**src/rfa_pkg.sv**
```systemverilog
`timescale 1ns / 1ps

package rfa_pkg;

  // state of one seat around the ring
  typedef enum logic [1:0] {
    SEAT_THINK  = 2'd0,
    SEAT_HUNGRY = 2'd1,
    SEAT_EAT    = 2'd2
  } seat_state_e;

  // what an input word asks for
  typedef enum logic {
    KIND_TAKE = 1'b0,
    KIND_PUT  = 1'b1
  } kind_e;

  // sequencer states
  typedef enum logic [2:0] {
    ST_IDLE,
    ST_WRITE,
    ST_RD_C,
    ST_RD_L,
    ST_RD_R,
    ST_EVAL,
    ST_EMIT
  } rfa_state_e;

  localparam int unsigned CfgWidth  = 5;
  localparam int unsigned SeatWidth = 4;
  localparam int unsigned DataWidth = 8;
  localparam logic [CfgWidth-1:0] SeatsReset = 5'd16;

endpackage

```
**src/ring_fork_arbiter.sv**
```systemverilog
`timescale 1ns / 1ps
// ring fork arbiter: one seat-state memory, one neighbor unit and a small sequencer
// sequence: a request marks its seat hungry, then that seat and both its neighbors are read
// and tested and any grant is emitted; a release marks its seat thinking and tests its
// left, then its right neighbor; an item outside the ring retires at once, one with no
// grant after its tests
// one item at a time: no new word is taken until the last one has retired
// reset: all seats thinking (valid bits cleared at once), seats_in_use back to 16

module ring_fork_arbiter import rfa_pkg::*; #(
  parameter int unsigned MAX_SEATS = 16
) (
  input  logic                 clk_i,
  input  logic                 rst_ni,
  // config write channel: seats_in_use
  input  logic                 cfg_valid_i,
  output logic                 cfg_ready_o,
  input  logic [CfgWidth-1:0]  cfg_wdata_i,
  // input stream
  input  logic                 s_axis_tvalid,
  output logic                 s_axis_tready,
  input  logic [DataWidth-1:0] s_axis_tdata,   // [3:0] seat, rest zero
  input  logic [0:0]           s_axis_tuser,   // [0] kind
  // grant stream
  output logic                 m_axis_tvalid,
  input  logic                 m_axis_tready,
  output logic [DataWidth-1:0] m_axis_tdata,   // [3:0] granted_seat, rest zero
  output logic                 m_axis_tlast    // final grant of this word
);

  localparam int unsigned SW = (MAX_SEATS > 1) ? $clog2(MAX_SEATS) : 1;
  localparam int unsigned NW = $clog2(MAX_SEATS + 1);
  localparam int unsigned CW = (NW > CfgWidth) ? NW : CfgWidth;

  // configuration register; writes must come only while idle, which the block does not enforce
  logic [CfgWidth-1:0] seats_q;

  always_ff @(posedge clk_i or negedge rst_ni) begin
    if (!rst_ni) begin
      seats_q <= SeatsReset;
    end else if (cfg_valid_i && cfg_ready_o) begin
      seats_q <= cfg_wdata_i;
    end
  end

  assign cfg_ready_o = 1'b1;

  // effective ring size: register saturated to 2 .. MAX_SEATS
  logic [CW-1:0] cfg_ext;
  logic [NW-1:0] ring_n;
  logic [CW-1:0] seat_ext;
  logic          in_ring;

  always_comb begin
    cfg_ext = CW'(seats_q);
    if (cfg_ext < CW'(2)) begin
      ring_n = NW'(2);
    end else if (cfg_ext > CW'(MAX_SEATS)) begin
      ring_n = NW'(MAX_SEATS);
    end else begin
      ring_n = NW'(cfg_ext);
    end
    seat_ext = CW'(s_axis_tdata[SeatWidth-1:0]);
    in_ring  = seat_ext < CW'(ring_n);
  end

  // sequencer registers
  rfa_state_e      state_q, state_d;
  kind_e           kind_q, kind_d;
  logic [SW-1:0]   seat_q, seat_d;
  logic [NW-1:0]   n_q, n_d;
  logic [SW-1:0]   tgt_q, tgt_d;
  logic            second_q, second_d;   // working on the right neighbor of a release
  seat_state_e     cur_q, cur_d;
  seat_state_e     lft_q, lft_d;
  logic            g0_v_q, g0_v_d;
  logic [SW-1:0]   g0_q, g0_d;
  logic            g1_v_q, g1_v_d;
  logic [SW-1:0]   g1_q, g1_d;
  logic            sel_q, sel_d;          // which grant word is on the output

  // shared neighbor unit and state memory hookup
  logic [SW-1:0]   nbr_base;
  logic            nbr_right;
  logic [SW-1:0]   nbr;
  logic            mem_we;
  logic [SW-1:0]   mem_waddr;
  seat_state_e     mem_wdata;
  logic [SW-1:0]   mem_raddr;
  seat_state_e     mem_rdata;
  logic            grant;
  logic [SW-1:0]   out_seat;

  rfa_nbr_unit #(
    .SeatW  (SW),
    .CountW (NW)
  ) u_nbr (
    .base_i  (nbr_base),
    .right_i (nbr_right),
    .count_i (n_q),
    .nbr_o   (nbr)
  );

  rfa_state_mem #(
    .Depth (MAX_SEATS),
    .AddrW (SW)
  ) u_mem (
    .clk_i   (clk_i),
    .rst_ni  (rst_ni),
    .we_i    (mem_we),
    .waddr_i (mem_waddr),
    .wdata_i (mem_wdata),
    .raddr_i (mem_raddr),
    .rdata_o (mem_rdata)
  );

  always_ff @(posedge clk_i or negedge rst_ni) begin
    if (!rst_ni) begin
      state_q  <= ST_IDLE;
      second_q <= 1'b0;
      g0_v_q   <= 1'b0;
      g1_v_q   <= 1'b0;
      sel_q    <= 1'b0;
    end else begin
      state_q  <= state_d;
      second_q <= second_d;
      g0_v_q   <= g0_v_d;
      g1_v_q   <= g1_v_d;
      sel_q    <= sel_d;
    end
  end

  always_ff @(posedge clk_i) begin
    kind_q <= kind_d;
    seat_q <= seat_d;
    n_q    <= n_d;
    tgt_q  <= tgt_d;
    cur_q  <= cur_d;
    lft_q  <= lft_d;
    g0_q   <= g0_d;
    g1_q   <= g1_d;
  end

  // hungry and neither neighbor eating; right neighbor arrives from memory now
  assign grant = (cur_q == SEAT_HUNGRY) && (lft_q != SEAT_EAT) && (mem_rdata != SEAT_EAT);

  always_comb begin
    state_d   = state_q;
    kind_d    = kind_q;
    seat_d    = seat_q;
    n_d       = n_q;
    tgt_d     = tgt_q;
    second_d  = second_q;
    cur_d     = cur_q;
    lft_d     = lft_q;
    g0_v_d    = g0_v_q;
    g0_d      = g0_q;
    g1_v_d    = g1_v_q;
    g1_d      = g1_q;
    sel_d     = sel_q;
    nbr_base  = tgt_q;
    nbr_right = 1'b0;
    mem_we    = 1'b0;
    mem_waddr = tgt_q;
    mem_wdata = SEAT_EAT;
    mem_raddr = tgt_q;
    s_axis_tready = 1'b0;
    m_axis_tvalid = 1'b0;

    unique case (state_q)
      ST_IDLE: begin
        s_axis_tready = 1'b1;
        if (s_axis_tvalid) begin
          kind_d   = kind_e'(s_axis_tuser[0]);
          seat_d   = SW'(s_axis_tdata[SeatWidth-1:0]);
          n_d      = ring_n;
          second_d = 1'b0;
          g0_v_d   = 1'b0;
          g1_v_d   = 1'b0;
          sel_d    = 1'b0;
          // seats outside the ring are dropped here
          state_d  = in_ring ? ST_WRITE : ST_IDLE;
        end
      end
      ST_WRITE: begin
        // mark the seat, pick the first seat to test
        mem_we    = 1'b1;
        mem_waddr = seat_q;
        mem_wdata = (kind_q == KIND_PUT) ? SEAT_THINK : SEAT_HUNGRY;
        nbr_base  = seat_q;
        nbr_right = 1'b0;
        tgt_d     = (kind_q == KIND_PUT) ? nbr : seat_q;
        state_d   = ST_RD_C;
      end
      ST_RD_C: begin
        mem_raddr = tgt_q;
        state_d   = ST_RD_L;
      end
      ST_RD_L: begin
        nbr_right = 1'b0;
        mem_raddr = nbr;
        cur_d     = mem_rdata;
        state_d   = ST_RD_R;
      end
      ST_RD_R: begin
        nbr_right = 1'b1;
        mem_raddr = nbr;
        lft_d     = mem_rdata;
        state_d   = ST_EVAL;
      end
      ST_EVAL: begin
        mem_we    = grant;
        mem_waddr = tgt_q;
        mem_wdata = SEAT_EAT;
        if (grant) begin
          if (!g0_v_q) begin
            g0_v_d = 1'b1;
            g0_d   = tgt_q;
          end else begin
            g1_v_d = 1'b1;
            g1_d   = tgt_q;
          end
        end
        // a release goes on to its right neighbor
        nbr_base  = seat_q;
        nbr_right = 1'b1;
        if ((kind_q == KIND_PUT) && !second_q) begin
          second_d = 1'b1;
          tgt_d    = nbr;
          state_d  = ST_RD_C;
        end else begin
          state_d  = (grant || g0_v_q) ? ST_EMIT : ST_IDLE;
        end
      end
      ST_EMIT: begin
        m_axis_tvalid = 1'b1;
        if (m_axis_tready) begin
          if (!sel_q && g1_v_q) begin
            sel_d = 1'b1;
          end else begin
            state_d = ST_IDLE;
          end
        end
      end
      default: begin
        state_d = ST_IDLE;
      end
    endcase
  end

  assign out_seat     = sel_q ? g1_q : g0_q;
  assign m_axis_tdata = DataWidth'(SeatWidth'(out_seat));
  assign m_axis_tlast = sel_q || !g1_v_q;

  // input and output never both open
  a_no_overlap: assert property (@(posedge clk_i) disable iff (!rst_ni)
    !(s_axis_tready && m_axis_tvalid))
    else $error("input accepted while a grant word is pending");

  // the second grant word only exists when a second grant was recorded
  a_second_valid: assert property (@(posedge clk_i) disable iff (!rst_ni)
    (m_axis_tvalid && sel_q) |-> (g1_v_q && g0_v_q))
    else $error("second grant word without a second grant");

  // only a release can grant twice
  a_two_only_put: assert property (@(posedge clk_i) disable iff (!rst_ni)
    g1_v_q |-> (kind_q == KIND_PUT))
    else $error("two grants from a request");

  // a seat outside the ring retires without any work
  a_drop: assert property (@(posedge clk_i) disable iff (!rst_ni)
    (s_axis_tvalid && s_axis_tready && !in_ring) |=> (state_q == ST_IDLE))
    else $error("out-of-ring seat was processed");

  // tested seat always lies inside the ring
  a_tgt_range: assert property (@(posedge clk_i) disable iff (!rst_ni)
    (state_q == ST_RD_C || state_q == ST_RD_L || state_q == ST_RD_R ||
     state_q == ST_EVAL) |-> (NW'(tgt_q) < n_q))
    else $error("tested seat outside the ring");

endmodule

```
**src/rfa_state_mem.sv**
```systemverilog
`timescale 1ns / 1ps

module rfa_state_mem import rfa_pkg::*; #(
  parameter int unsigned Depth = 16,
  parameter int unsigned AddrW = 4
) (
  input  logic             clk_i,
  input  logic             rst_ni,
  input  logic             we_i,
  input  logic [AddrW-1:0] waddr_i,
  input  seat_state_e      wdata_i,
  input  logic [AddrW-1:0] raddr_i,
  output seat_state_e      rdata_o
);

  seat_state_e mem_q [Depth];
  logic [Depth-1:0] vld_q;
  seat_state_e rdata_q;

  // per-entry valid bits: an unwritten seat reads as thinking
  always_ff @(posedge clk_i or negedge rst_ni) begin
    if (!rst_ni) begin
      vld_q <= '0;
    end else if (we_i) begin
      vld_q[waddr_i] <= 1'b1;
    end
  end

  always_ff @(posedge clk_i) begin
    if (we_i) begin
      mem_q[waddr_i] <= wdata_i;
    end
  end

  always_ff @(posedge clk_i) begin
    rdata_q <= vld_q[raddr_i] ? mem_q[raddr_i] : SEAT_THINK;
  end

  assign rdata_o = rdata_q;

endmodule

```
**src/rfa_nbr_unit.sv**
```systemverilog
`timescale 1ns / 1ps

module rfa_nbr_unit #(
  parameter int unsigned SeatW  = 4,
  parameter int unsigned CountW = 5
) (
  input  logic [SeatW-1:0]  base_i,
  input  logic              right_i,
  input  logic [CountW-1:0] count_i,
  output logic [SeatW-1:0]  nbr_o
);

  logic [CountW-1:0] inc;

  // one increment/decrement with wrap at the ring size
  always_comb begin
    inc = CountW'(base_i) + CountW'(1);
    if (right_i) begin
      nbr_o = (inc == count_i) ? '0 : SeatW'(inc);
    end else begin
      nbr_o = (base_i == '0) ? SeatW'(count_i - CountW'(1)) : (base_i - SeatW'(1));
    end
  end

endmodule

```
**config.mk**
```make
export PLATFORM = sky130hd
export DESIGN_NAME = ring_fork_arbiter
export DESIGN_NICKNAME = d
export VERILOG_FILES = /design/src/rfa_pkg.sv /design/src/ring_fork_arbiter.sv /design/src/rfa_state_mem.sv /design/src/rfa_nbr_unit.sv
export SDC_FILE = /design/constraint.sdc
export NUM_CORES = 1
export LEC_CHECK = 0
export ABC_AREA = 1
export BUFFER_PORTS_ARGS = -buffer_cell sky130_fd_sc_hd__buf_4
export CORE_UTILIZATION = 54
export CTS_BUF_LIST = sky130_fd_sc_hd__clkbuf_4 sky130_fd_sc_hd__clkbuf_8 sky130_fd_sc_hd__clkbuf_16
export CTS_CLUSTER_SIZE = 16
export DETAILED_ROUTE_END_ITERATION = 10
export PLACE_DENSITY = 0.76
export REMOVE_ABC_BUFFERS = 1
export SETUP_SLACK_MARGIN = 0.4
export SLEW_MARGIN = 25
export SYNTH_ARGS = -nofsm -noshare
export SYNTH_HDL_FRONTEND = slang
export SYNTH_SLANG_ARGS = --single-unit
```
**constraint.sdc**
```tcl
create_clock -name clk_i -period 2.6 [get_ports clk_i]
set_clock_uncertainty 0.15 [all_clocks]
set_input_delay 0.39 -clock clk_i [delete_from_list [all_inputs] [get_ports clk_i]]
set_output_delay 0.39 -clock clk_i [all_outputs]
set_load 0.02 [all_outputs]
```
# After elaboration in Yosys (flattened, before gate mapping)
# Memory sizes are Yosys's and may differ from the RTL's. A register that Yosys moved wholly into a read port is not among the register bits.
# Index checks and enable logic that the tools add are counted.
dict set report op_classes {
  mul 0
  reduce_logical 28
  mux 42
  shift 0
  div 0
  n_bitwise 2
  magnitude_cmp 6
  n_eq_ne 17
  addsub 3
}
# operator count
set op_table {}
lappend op_table {{$mux W4} 9}
lappend op_table {{$pmux W3 S7} 1}
lappend op_table {{$ne A2 B2 Y1 const B} 9}
lappend op_table {{$mux W1} 16}
lappend op_table {{$or A16 B16 Y16} 1}
lappend op_table {{$mux W3} 5}
lappend op_table {{$reduce_and A3 Y1} 5}
lappend op_table {{$lt A4 B5 Y1 const B} 2}
lappend op_table {{$mux W5} 2}
lappend op_table {{$pmux W1 S2} 5}
lappend op_table {{$eq A3 B3 Y1 const B} 3}
lappend op_table {{$pmux W4 S2} 1}
lappend op_table {{$reduce_and A4 Y1} 2}
lappend op_table {{$sub A4 B1 Y4 const B} 2}
lappend op_table {{$eq A3 B2 Y1 const B} 2}
lappend op_table {{$reduce_bool A2 Y1} 3}
lappend op_table {{$reduce_or A2 Y1} 3}
lappend op_table {{$add A4 B1 Y5 const B} 1}
lappend op_table {{$eq A5 B5 Y1} 1}
lappend op_table {{$gt A5 B5 Y1 const B} 1}
lappend op_table {{$logic_and A1 B1 Y1} 5}
lappend op_table {{$lt A4 B5 Y1} 1}
lappend op_table {{$lt A5 B2 Y1 const B} 1}
lappend op_table {{$bmux W1 S4} 1}
lappend op_table {{other kinds (11)} 16}
dict set report totals {
  romBits 0
  latchBits 0
  output_inout_bits 12
  ff_bits 54
  ram_bits 32
  n_memories 1
  in_bits 19
}
# name depth width rd rd_clocked_by_memory_dff wr line_no
set memory_table {}
lappend memory_table {u_mem.mem_q 16 2 1 1 1 rfa_state_mem.sv:16} ;# seat_state_e mem_q [Depth];

# Depth between registers and ports, before layout
# Gate-level depths: netlist of the first run.
dict set report depth {
  word_depth 11
  ltp_mapped 24
  depth_no_buf 23
}

# By module
# A second synthesis of the first run with hierarchy kept.
dict set report unflattened {
  cells_unflattened 534
  area_unflattened_um2 4475.5
}
# mod cells_each area_each_um2 seq_area_each_um2 instances
set by_module_without_submodules {}
lappend by_module_without_submodules {rfa_state_mem 245 2244.7 1401.3 1}
lappend by_module_without_submodules {ring_fork_arbiter 215 1883.1 1082.3 1}
lappend by_module_without_submodules {rfa_nbr_unit 74 347.8 0.0 1}

# Worst setup path after synthesis of the first run
# OpenSTA, ideal clock, no wires.
dict set report synth_timing {
  path_kind {register -> register}
  from {reg state_q[0]}
  to {reg u_mem.rdata_q[0] (netlist: u_mem.rdata_o[0]), read port of u_mem.mem_q}
  stages_incl_launch_ff 21
  required_time_ns 2.341
  arrival_ns 2.481
  setup_slack_ns -0.140
  period_less_slack_ns 2.740
  path_cell_list {dfrtp_1 -> buf_6 -> nand2_4 -> nand2_1 -> nand2_2 -> inv_1 -> ha_1 -> nand2_1 -> nand2_1 -> o21ai_2 -> ha_1 -> or2_2 -> nand3_1 -> o21ai_1 -> buf_4 -> nand3_1 -> nand3_1 -> nand3_1 -> nand2_1 -> nand2_1 -> inv_1}
}
dict set report synth_between {
  elab_chain_len 11
  word_cells_on_any_way 20
  classes_between {2 x add/sub; 5 x eq/ne; 8 x mux; 5 x reduce/logical}
}
# element line_no
set synth_rtl {}
lappend synth_rtl {{start: declaration} ring_fork_arbiter.sv:68} ;# rfa_state_e state_q, state_d;
lappend synth_rtl {{start signal: assignment} ring_fork_arbiter.sv:125} ;# state_q <= state_d;
lappend synth_rtl {{$eq A3 B3 Y1 or $eq A3 B1 Y1 (tied branches)} ring_fork_arbiter.sv:170} ;# unique case (state_q)
lappend synth_rtl {{$reduce_or A2 Y1 (no line)} --}
lappend synth_rtl {{$mux W4} ring_fork_arbiter.sv:170}
lappend synth_rtl {{$add A4 B1 Y5} rfa_nbr_unit.sv:17} ;# inc = CountW'(base_i) + CountW'(1);
lappend synth_rtl {{$eq A5 B5 Y1} rfa_nbr_unit.sv:19} ;# nbr_o = (inc == count_i) ? '0 : SeatW'(inc);
lappend synth_rtl {{$mux W4} rfa_nbr_unit.sv:19}
lappend synth_rtl {{$mux W4} rfa_nbr_unit.sv:18} ;# if (right_i) begin
lappend synth_rtl {{$mux W4 *} ring_fork_arbiter.sv:170}
lappend synth_rtl {{$bmux W1 S4} rfa_state_mem.sv:36} ;# rdata_q <= vld_q[raddr_i] ? mem_q[raddr_i] : SEAT_THINK;
lappend synth_rtl {{$mux W1 (not written as such)} rfa_state_mem.sv:36}
lappend synth_rtl {{$logic_not A1 Y1 (no line)} --}
lappend synth_rtl {{end: declaration} rfa_state_mem.sv:18} ;# seat_state_e rdata_q;
# Every way passes the cells marked *; elsewhere a longest branch is shown, timed or not. The select of a mux whose other input is x is not followed.
# A chain may end at the register's enable or synchronous reset.

# Worst setup path after layout of the first run
dict set report layout_timing {
  from {reg state_q[1]}
  to {reg u_mem.rdata_q[0] (netlist: u_mem.rdata_o[0]), read port of u_mem.mem_q}
}
# The elaborated chain is that of the path after synthesis.

==> results of run 1 <==
## kinds of logic after synthesis
group | after synthesis | share of synthesized area (%)
AND/OR/NAND/NOR | 252 | 25.6
multiplexers | 3 | 0.757
adder cells (fa/ha/maj) | 6 | 1.68
XOR/XNOR | 2 | 0.393
AO/OA/AOI/OAI | 52 | 6.22
flip-flops | 88 | 55.6
other | 2 | 0.168
buffers and inverters | 101 | 9.56
## through the flow
step / TNS (ns) / worst slack [ns] / hold slack [ns] / total power (W)
after global routing: -1.57 / -0.629 / 0.0449 / 0.00902
after floorplan: -0.442 / -0.207 / -0.0556 / 0.00449
final: -0.848 / -0.430 / 0.0484 / 0.00860
after CTS: -0.458 / -0.232 / 0.0424 / 0.00777
after global placement: -0.479 / -0.229 / 0.180 / 0.00600
after detailed placement: -0.662 / -0.308 / 0.185 / 0.00614
## synthesized netlist by cell type, types with 2 or more instances
library cell,number,area (um^2)
nand2_1,106,398
inv_1,82,308
nand3_1,81,405
edfxtp_1,58,1740
nor2_1,38,143
o21ai_0,36,180
dfrtp_1,27,676
buf_4,8,60.1
nand2_2,8,50.1
ha_1,6,75.1
nand4_1,6,37.5
a21oi_1,5,25.0
clkbuf_1,5,18.8
nor3_1,4,20.0
o21ai_1,4,20.0
mux2_2,3,33.8
nand2_4,3,33.8
a31oi_1,2,12.5
buf_2,2,10.0
buf_6,2,22.5
conb_1,2,7.51
dfxtp_1,2,40.0
inv_2,2,7.51
or2_2,2,12.5
xnor2_1,2,17.5
## final timing paths
kind,from,to,slack (ns),cells past startpoint
max in group asynchronous,rst_ni,cfg_ext[4],1.63,2
min in group asynchronous,rst_ni,g0_v_q,0.33,2
min reg2reg,u_mem.rdata_o[0],cur_q[0],0.31,0
max,state_q[1],u_mem.rdata_o[0],-0.43,20
max reg2reg,state_q[1],u_mem.rdata_o[0],-0.43,20
min,s_axis_tuser,kind_q,0.05,1
## state kept, by name, summed over array words and instances, names as in the netlist
register / count
g1_q: 4
tgt_q: 4
sel_q: 1
lft_q: 2
cfg_ext: 5
u_mem.mem_q: 32
cur_q: 2
second_q: 1
state_q: 3
u_mem.vld_q: 16
n_q: 5
g1_v_q: 1
kind_q: 1
g0_v_q: 1
seat_q: 4
g0_q: 4
u_mem.rdata_o: 2
## layout make-up
cell class	instances	area (um^2)
Fill cell	513	1950
Sequential cell	88	2480
Clock inverter	3	41.3
Clock buffer	13	166
Multi-Input combinational cell	322	1960
Timing Repair Buffer	93	801
Tap cell	102	128
Inverter	84	315
## worst register-to-register path, stage by stage, from the launching register on
cell	delay, ns
dfrtp_1	0.36
inv_2	0.08
buf_4	0.13
buf_4	0.15
nand3_2	0.08
nand2_4	0.06
nor2_4	0.11
nand2_2	0.08
o21ai_1	0.20
ha_1	0.26
or2_2	0.33
nand2_1	0.12
nand2_1	0.08
nand2_2	0.09
buf_12	0.14
nand3_1	0.09
nand3_1	0.11
nand3_2	0.11
nand2_2	0.11
nand2_1	0.07
inv_1	0.05
## where the power goes
| group | leakage, nW | internal, W | switching, W | total (W) |
|---|---|---|---|---|
| clock | 0.104 | 0.000516 | 0.000471 | 0.000987 |
| sequential | 0.888 | 0.00196 | 0.000187 | 0.00215 |
| combinational | 1.70 | 0.00215 | 0.00332 | 0.00546 |
| total | 2.70 | 0.00462 | 0.00397 | 0.00860 |
## layer usage
layer,vias up,track usage (%),part of all wire (%)
met3,65,5.91,8.0
met4,0,10.8,4.1
met5,-,0,0
li1,1839,-,-
met1,1897,35.2,38
met2,246,45.3,50
## timing repair
action / CTS / global route
pin swaps: 22 / 14
resized for setup: 59 / 60
endpoints found under the setup margin: 54 / 56
buffers inserted: 6 / 6
gates cloned: 5 / 0
hold buffers: 1 / 0
hold endpoints to repair: 27 / 0
==> impl_results.md, run 1 <==
- Max-cap violations: 0
- Antenna Violating Nets Remaining: 0
- Critical path's largest stage delay: 0.36 ns
- DR iter-0 viols: 332
- Most frequent cells in the layout: nand2_1 (90), buf_4 (80), inv_1 (78)
- Die W: 92.9 um
- Layout overhead on the synthesized area: 32.1%
- Endpoints failing hold: 0
- Setup violators final: 2
- Placed Instance Area: 0.00511 mm^2
- I/O pin cnt: 31
- Worst Path Buf+Inv: 5
- Min-delay worst type: input port to flop
- H-tree depth: 3
- Crit path max fanout: 12
- Leakage: 2.70 nW
- Routed wire length: 12,200 um
- Dpl cells: 671
- CORE AREA: 0.00785 mm^2
- Critical path capture point type: flop
- Period minus WS final: 3.03 ns
- WL per Instance: 17.3 um
- CTS tree: yes
- Die area: 0.00863 mm^2
- Residual DRC: 0
- Cell count after synthesis: 506
- First-pass GRT wire length: 17,900 um
- Total congestion overflow: 0
- Worst-Margin Slew: 0.662 ns
- WP data arrival: 3.19 ns
- Antenna violations before repair: 0
- DP HPWL: 7060 um
- GRT Total Usage: 27.4%
- Fraction of registers with async set/reset: 31.8%
- Synth Cell Area: 0.00446 mm^2
- Final worst setup slack: -0.430 ns
- Avg Inst Size Synth: 8.82 um^2
- Gpl congestion: 0.909
- Final instance area: 0.00590 mm^2
- Critical path's slowest cell: dfrtp_1
- # rows: 32
- Cts bufs inserted: 9
- Pin count of the biggest net entering global routing: 29
- Failing checks: setup timing
- Initial core utilization: 56.9%
- Post-synth EDFFs: 58
- Skew-Pair Late Insertion Delay: 0.36 ns
- Final worst path period share: 117%
- Cell family with most CP delay: simple AND/OR/NAND/NOR gates
- Vias: 4,047
- Nets: 623
- Detailed Routing Iterations Pass 1: 6
- CTS Buffer Depth: 2
- Number of global-route vias before repair: 3,788
- Sequential area share after synthesis: 55.6%
- RSZ-0062 raised after global routing: yes
- CP required: 2.76 ns
- Clock Tree Root: clkbuf_8
- Worst-path clk slew: 0.09 ns
- Status: finished with violations
- Fmax: 330 MHz
- Share of layout cells above drive strength 1: 35.0%
- Yosys warnings: 0
- Final Slew Violations: 0
- Slew headroom: 55.7%
- # diodes: 0
- Commonest non-fill, non-tap cell in the layout: nand2_1
- CP startpoint kind: flop
- Yosys reg bits: 88
- Crit-path cells: inv_2 > buf_4 > buf_4 > nand3_2 > nand2_4 > nor2_4 > nand2_2 > o21ai_1 > ha_1 > or2_2 > nand2_1 > nand2_1 > nand2_2 > buf_12 > nand3_1 > nand3_1 > nand3_2 > nand2_2 > nand2_1 > inv_1
- Die Y: 92.9 um
- Non-Filler Instances: 705
- Post-synth top flop: edfxtp_1
- Vias/cell: 5.74
- Sink Count: 88
- Port Buf Inserts: 21
- Cell variety after synth: 35
- Pwr/cell area: 1460 mW/mm^2
- Kind of critical path: flop to flop
- Maximum VDD drop: 0.000618 V
- Final core utilization: 75.1%
Note: power is estimated with default switching activity, not from simulation.
==> run 2: changes to the inputs <==
Settings changed: SKIP_CTS_REPAIR_TIMING set to 1.
==> run 2 against run 1 <==
  * The run still ends with setup timing left
  * Wire length shrank 12%
  * Clock-buffer cell count did not move
  * Sequential power hardly changed
==> impl_results.md, run 2 (synthesized netlist as in run 1, its figures left out) <==
- RSZ-0062 raised after global routing: yes
- Die area: 0.00863 mm^2
- Final Total Pwr: 0.00812 W
- Biggest regs: u_mem.mem_q (32), u_mem.vld_q (16)
- Detailed Routing Iterations Pass 1: 8
- Cts bufs inserted: 9
- Skew-Pair Late Insertion Delay: 0.35 ns
- Min-Delay Startpoint: s_axis_tuser
- I/O pin cnt: 31
- DR iter-0 viols: 278
- Number of global-route vias before repair: 3,476
- Hold Slack: 0.0602 ns
- Critical path capture point type: flop
- Share of layout cells above drive strength 1: 30.1%
- CTS Buffer Depth: 2
- Layout overhead on the synthesized area: 28.4%
- Setup violators final: 2
- CORE AREA: 0.00785 mm^2
- Die W: 92.9 um
- Sink Count: 88
- Max FFs per register: 32
- Residual DRC: 0
- Min-delay worst type: input port to flop
- Worst R2R Setup Slack: -0.37 ns
- Total congestion overflow: 0
- CTS tree: yes
- Max-cap violations: 0
- Switching Share: 44.3%
- WP data arrival: 3.08 ns
- P_sw: 0.00360 W
- Int Power: 0.00453 W
- Die Y: 92.9 um
- R2r endpoint: u_mem.rdata_o[0]
- Crit path max fanout: 6
- First-pass GRT wire length: 16,100 um
- Maximum VDD drop: 0.000565 V
- Period minus WS final: 2.97 ns
- Kind of critical path: flop to flop
- Worst-Margin Slew: 0.581 ns
- # diodes: 0
- Critical R2R Launch: state_q[1]
- Hold EP: kind_q
- CP required: 2.71 ns
- WL per Instance: 15.4 um
- Post-Place Worst Slack: -0.308 ns
- Nets: 614
- Seq pwr share: 26.2%
- Pwr/cell area: 1420 mW/mm^2
- Antenna violations before repair: 0
- Leakage: 2.63 nW
- Dpl cells: 671
- Vias/cell: 5.48
- # rows: 32
- Final worst setup slack: -0.373 ns
- Clock Power Share: 11.9%
- Final Slew Violations: 0
- GRT Total Usage: 24.5%
- Clock Tree Root: clkbuf_8
- Endpoints failing hold: 0
- Gpl congestion: 0.909
- Failing checks: setup timing
- Commonest non-fill, non-tap cell in the layout: nand2_1
- Port Buf Inserts: 21
- Antenna Violating Nets Remaining: 0
- Fmax: 336 MHz
- Routed wire length: 10,700 um
- DP HPWL: 7060 um
- Non-Filler Instances: 696
- Status: finished with violations
- Final worst path period share: 114%
- Initial core utilization: 56.9%
- R2R depth: 22
- Worst-path clk slew: 0.08 ns
- H-tree depth: 3
- Most frequent cells in the layout: nand2_1 (95), inv_1 (80), nand3_1 (73), buf_4 (73), edfxtp_1 (58)
- Pin count of the biggest net entering global routing: 29
- WHS Path Cells: 1
- CP startpoint kind: flop
- Combinational power share: 61.9%
- Vias: 3,816
- Slew headroom: 61.2%
- Largest Register: u_mem.mem_q
==> run 2: area by class of cell <==
type / count / area, um^2
Multi-Input combinational cell: 322 / 1840
Sequential cell: 88 / 2480
Tap cell: 102 / 128
Clock inverter: 3 / 41.3
Inverter: 84 / 318
Fill cell: 533 / 2120
Clock buffer: 13 / 166
Timing Repair Buffer: 84 / 754
==> run 2: per-layer routing <==
metal / global-route usage [%] / wire length (um)
met1: 33.0 / 4350
met2: 40.6 / 5340
met3: 5.09 / 886
met4: 6.15 / 174
met5: 0 / 0
==> run 2: how the worst max path moves through the flow <==
| stage | from | end | slack, ns | depth (start not counted) |
|---|---|---|---|---|
| final | state_q[1] | u_mem.rdata_o[0] | -0.37 | 22 |
| after global routing | state_q[1] | u_mem.rdata_o[0] | -0.58 | 23 |
| after CTS | state_q[0] | u_mem.rdata_o[0] | -0.36 | 21 |
| after detailed placement | state_q[0] | u_mem.rdata_o[0] | -0.31 | 21 |
| after global placement | state_q[1] | u_mem.rdata_o[0] | -0.23 | 22 |
| after floorplan | state_q[0] | u_mem.rdata_o[0] | -0.21 | 21 |
==> run 2: metrics by stage <==
step / cell area (um^2) / setup TNS (ns) / util, %
3_5_place_dp: 5110 / -0.662 / 65.1
5_1_grt: 5730 / -1.28 / 73.0
2_1_floorplan: 4360 / -0.442 / -
6_report: 5730 / -0.726 / 73.0
3_3_place_gp: 5110 / -0.479 / 65.1
4_1_cts: 5310 / -0.845 / 67.7
==> run 2: power groups by stage <==
| stage | Combinational [W] | Clock (W) | Sequential, W |
|---|---|---|---|
| after detailed placement | 0.00400 | 0 | 0.00214 |
| after global routing | 0.00546 | 0.00104 | 0.00216 |
| after global placement | 0.00387 | 0 | 0.00212 |
| final | 0.00503 | 0.000969 | 0.00213 |
| after floorplan | 0.00237 | 0 | 0.00212 |
| after CTS | 0.00403 | 0.000984 | 0.00211 |
==> run 2: critical path, cell delays in order, from the launching register on <==
cell and delay [ns]:
dfrtp_1 0.39, inv_2 0.12, nand2_4 0.09, nand2_1 0.09
nand2_2 0.08, ha_4 0.29, xnor2_2 0.10, nand2_1 0.08
nor2_2 0.10, nand3_2 0.09, nor2_4 0.14, nand2_4 0.08
nand2_4 0.08, nand3_4 0.09, buf_12 0.17, nand2_4 0.12
nand2_1 0.09, nand3_1 0.07, nand3_1 0.10, nand3_1 0.10
nand2_1 0.10, nand2_1 0.10, inv_1 0.04
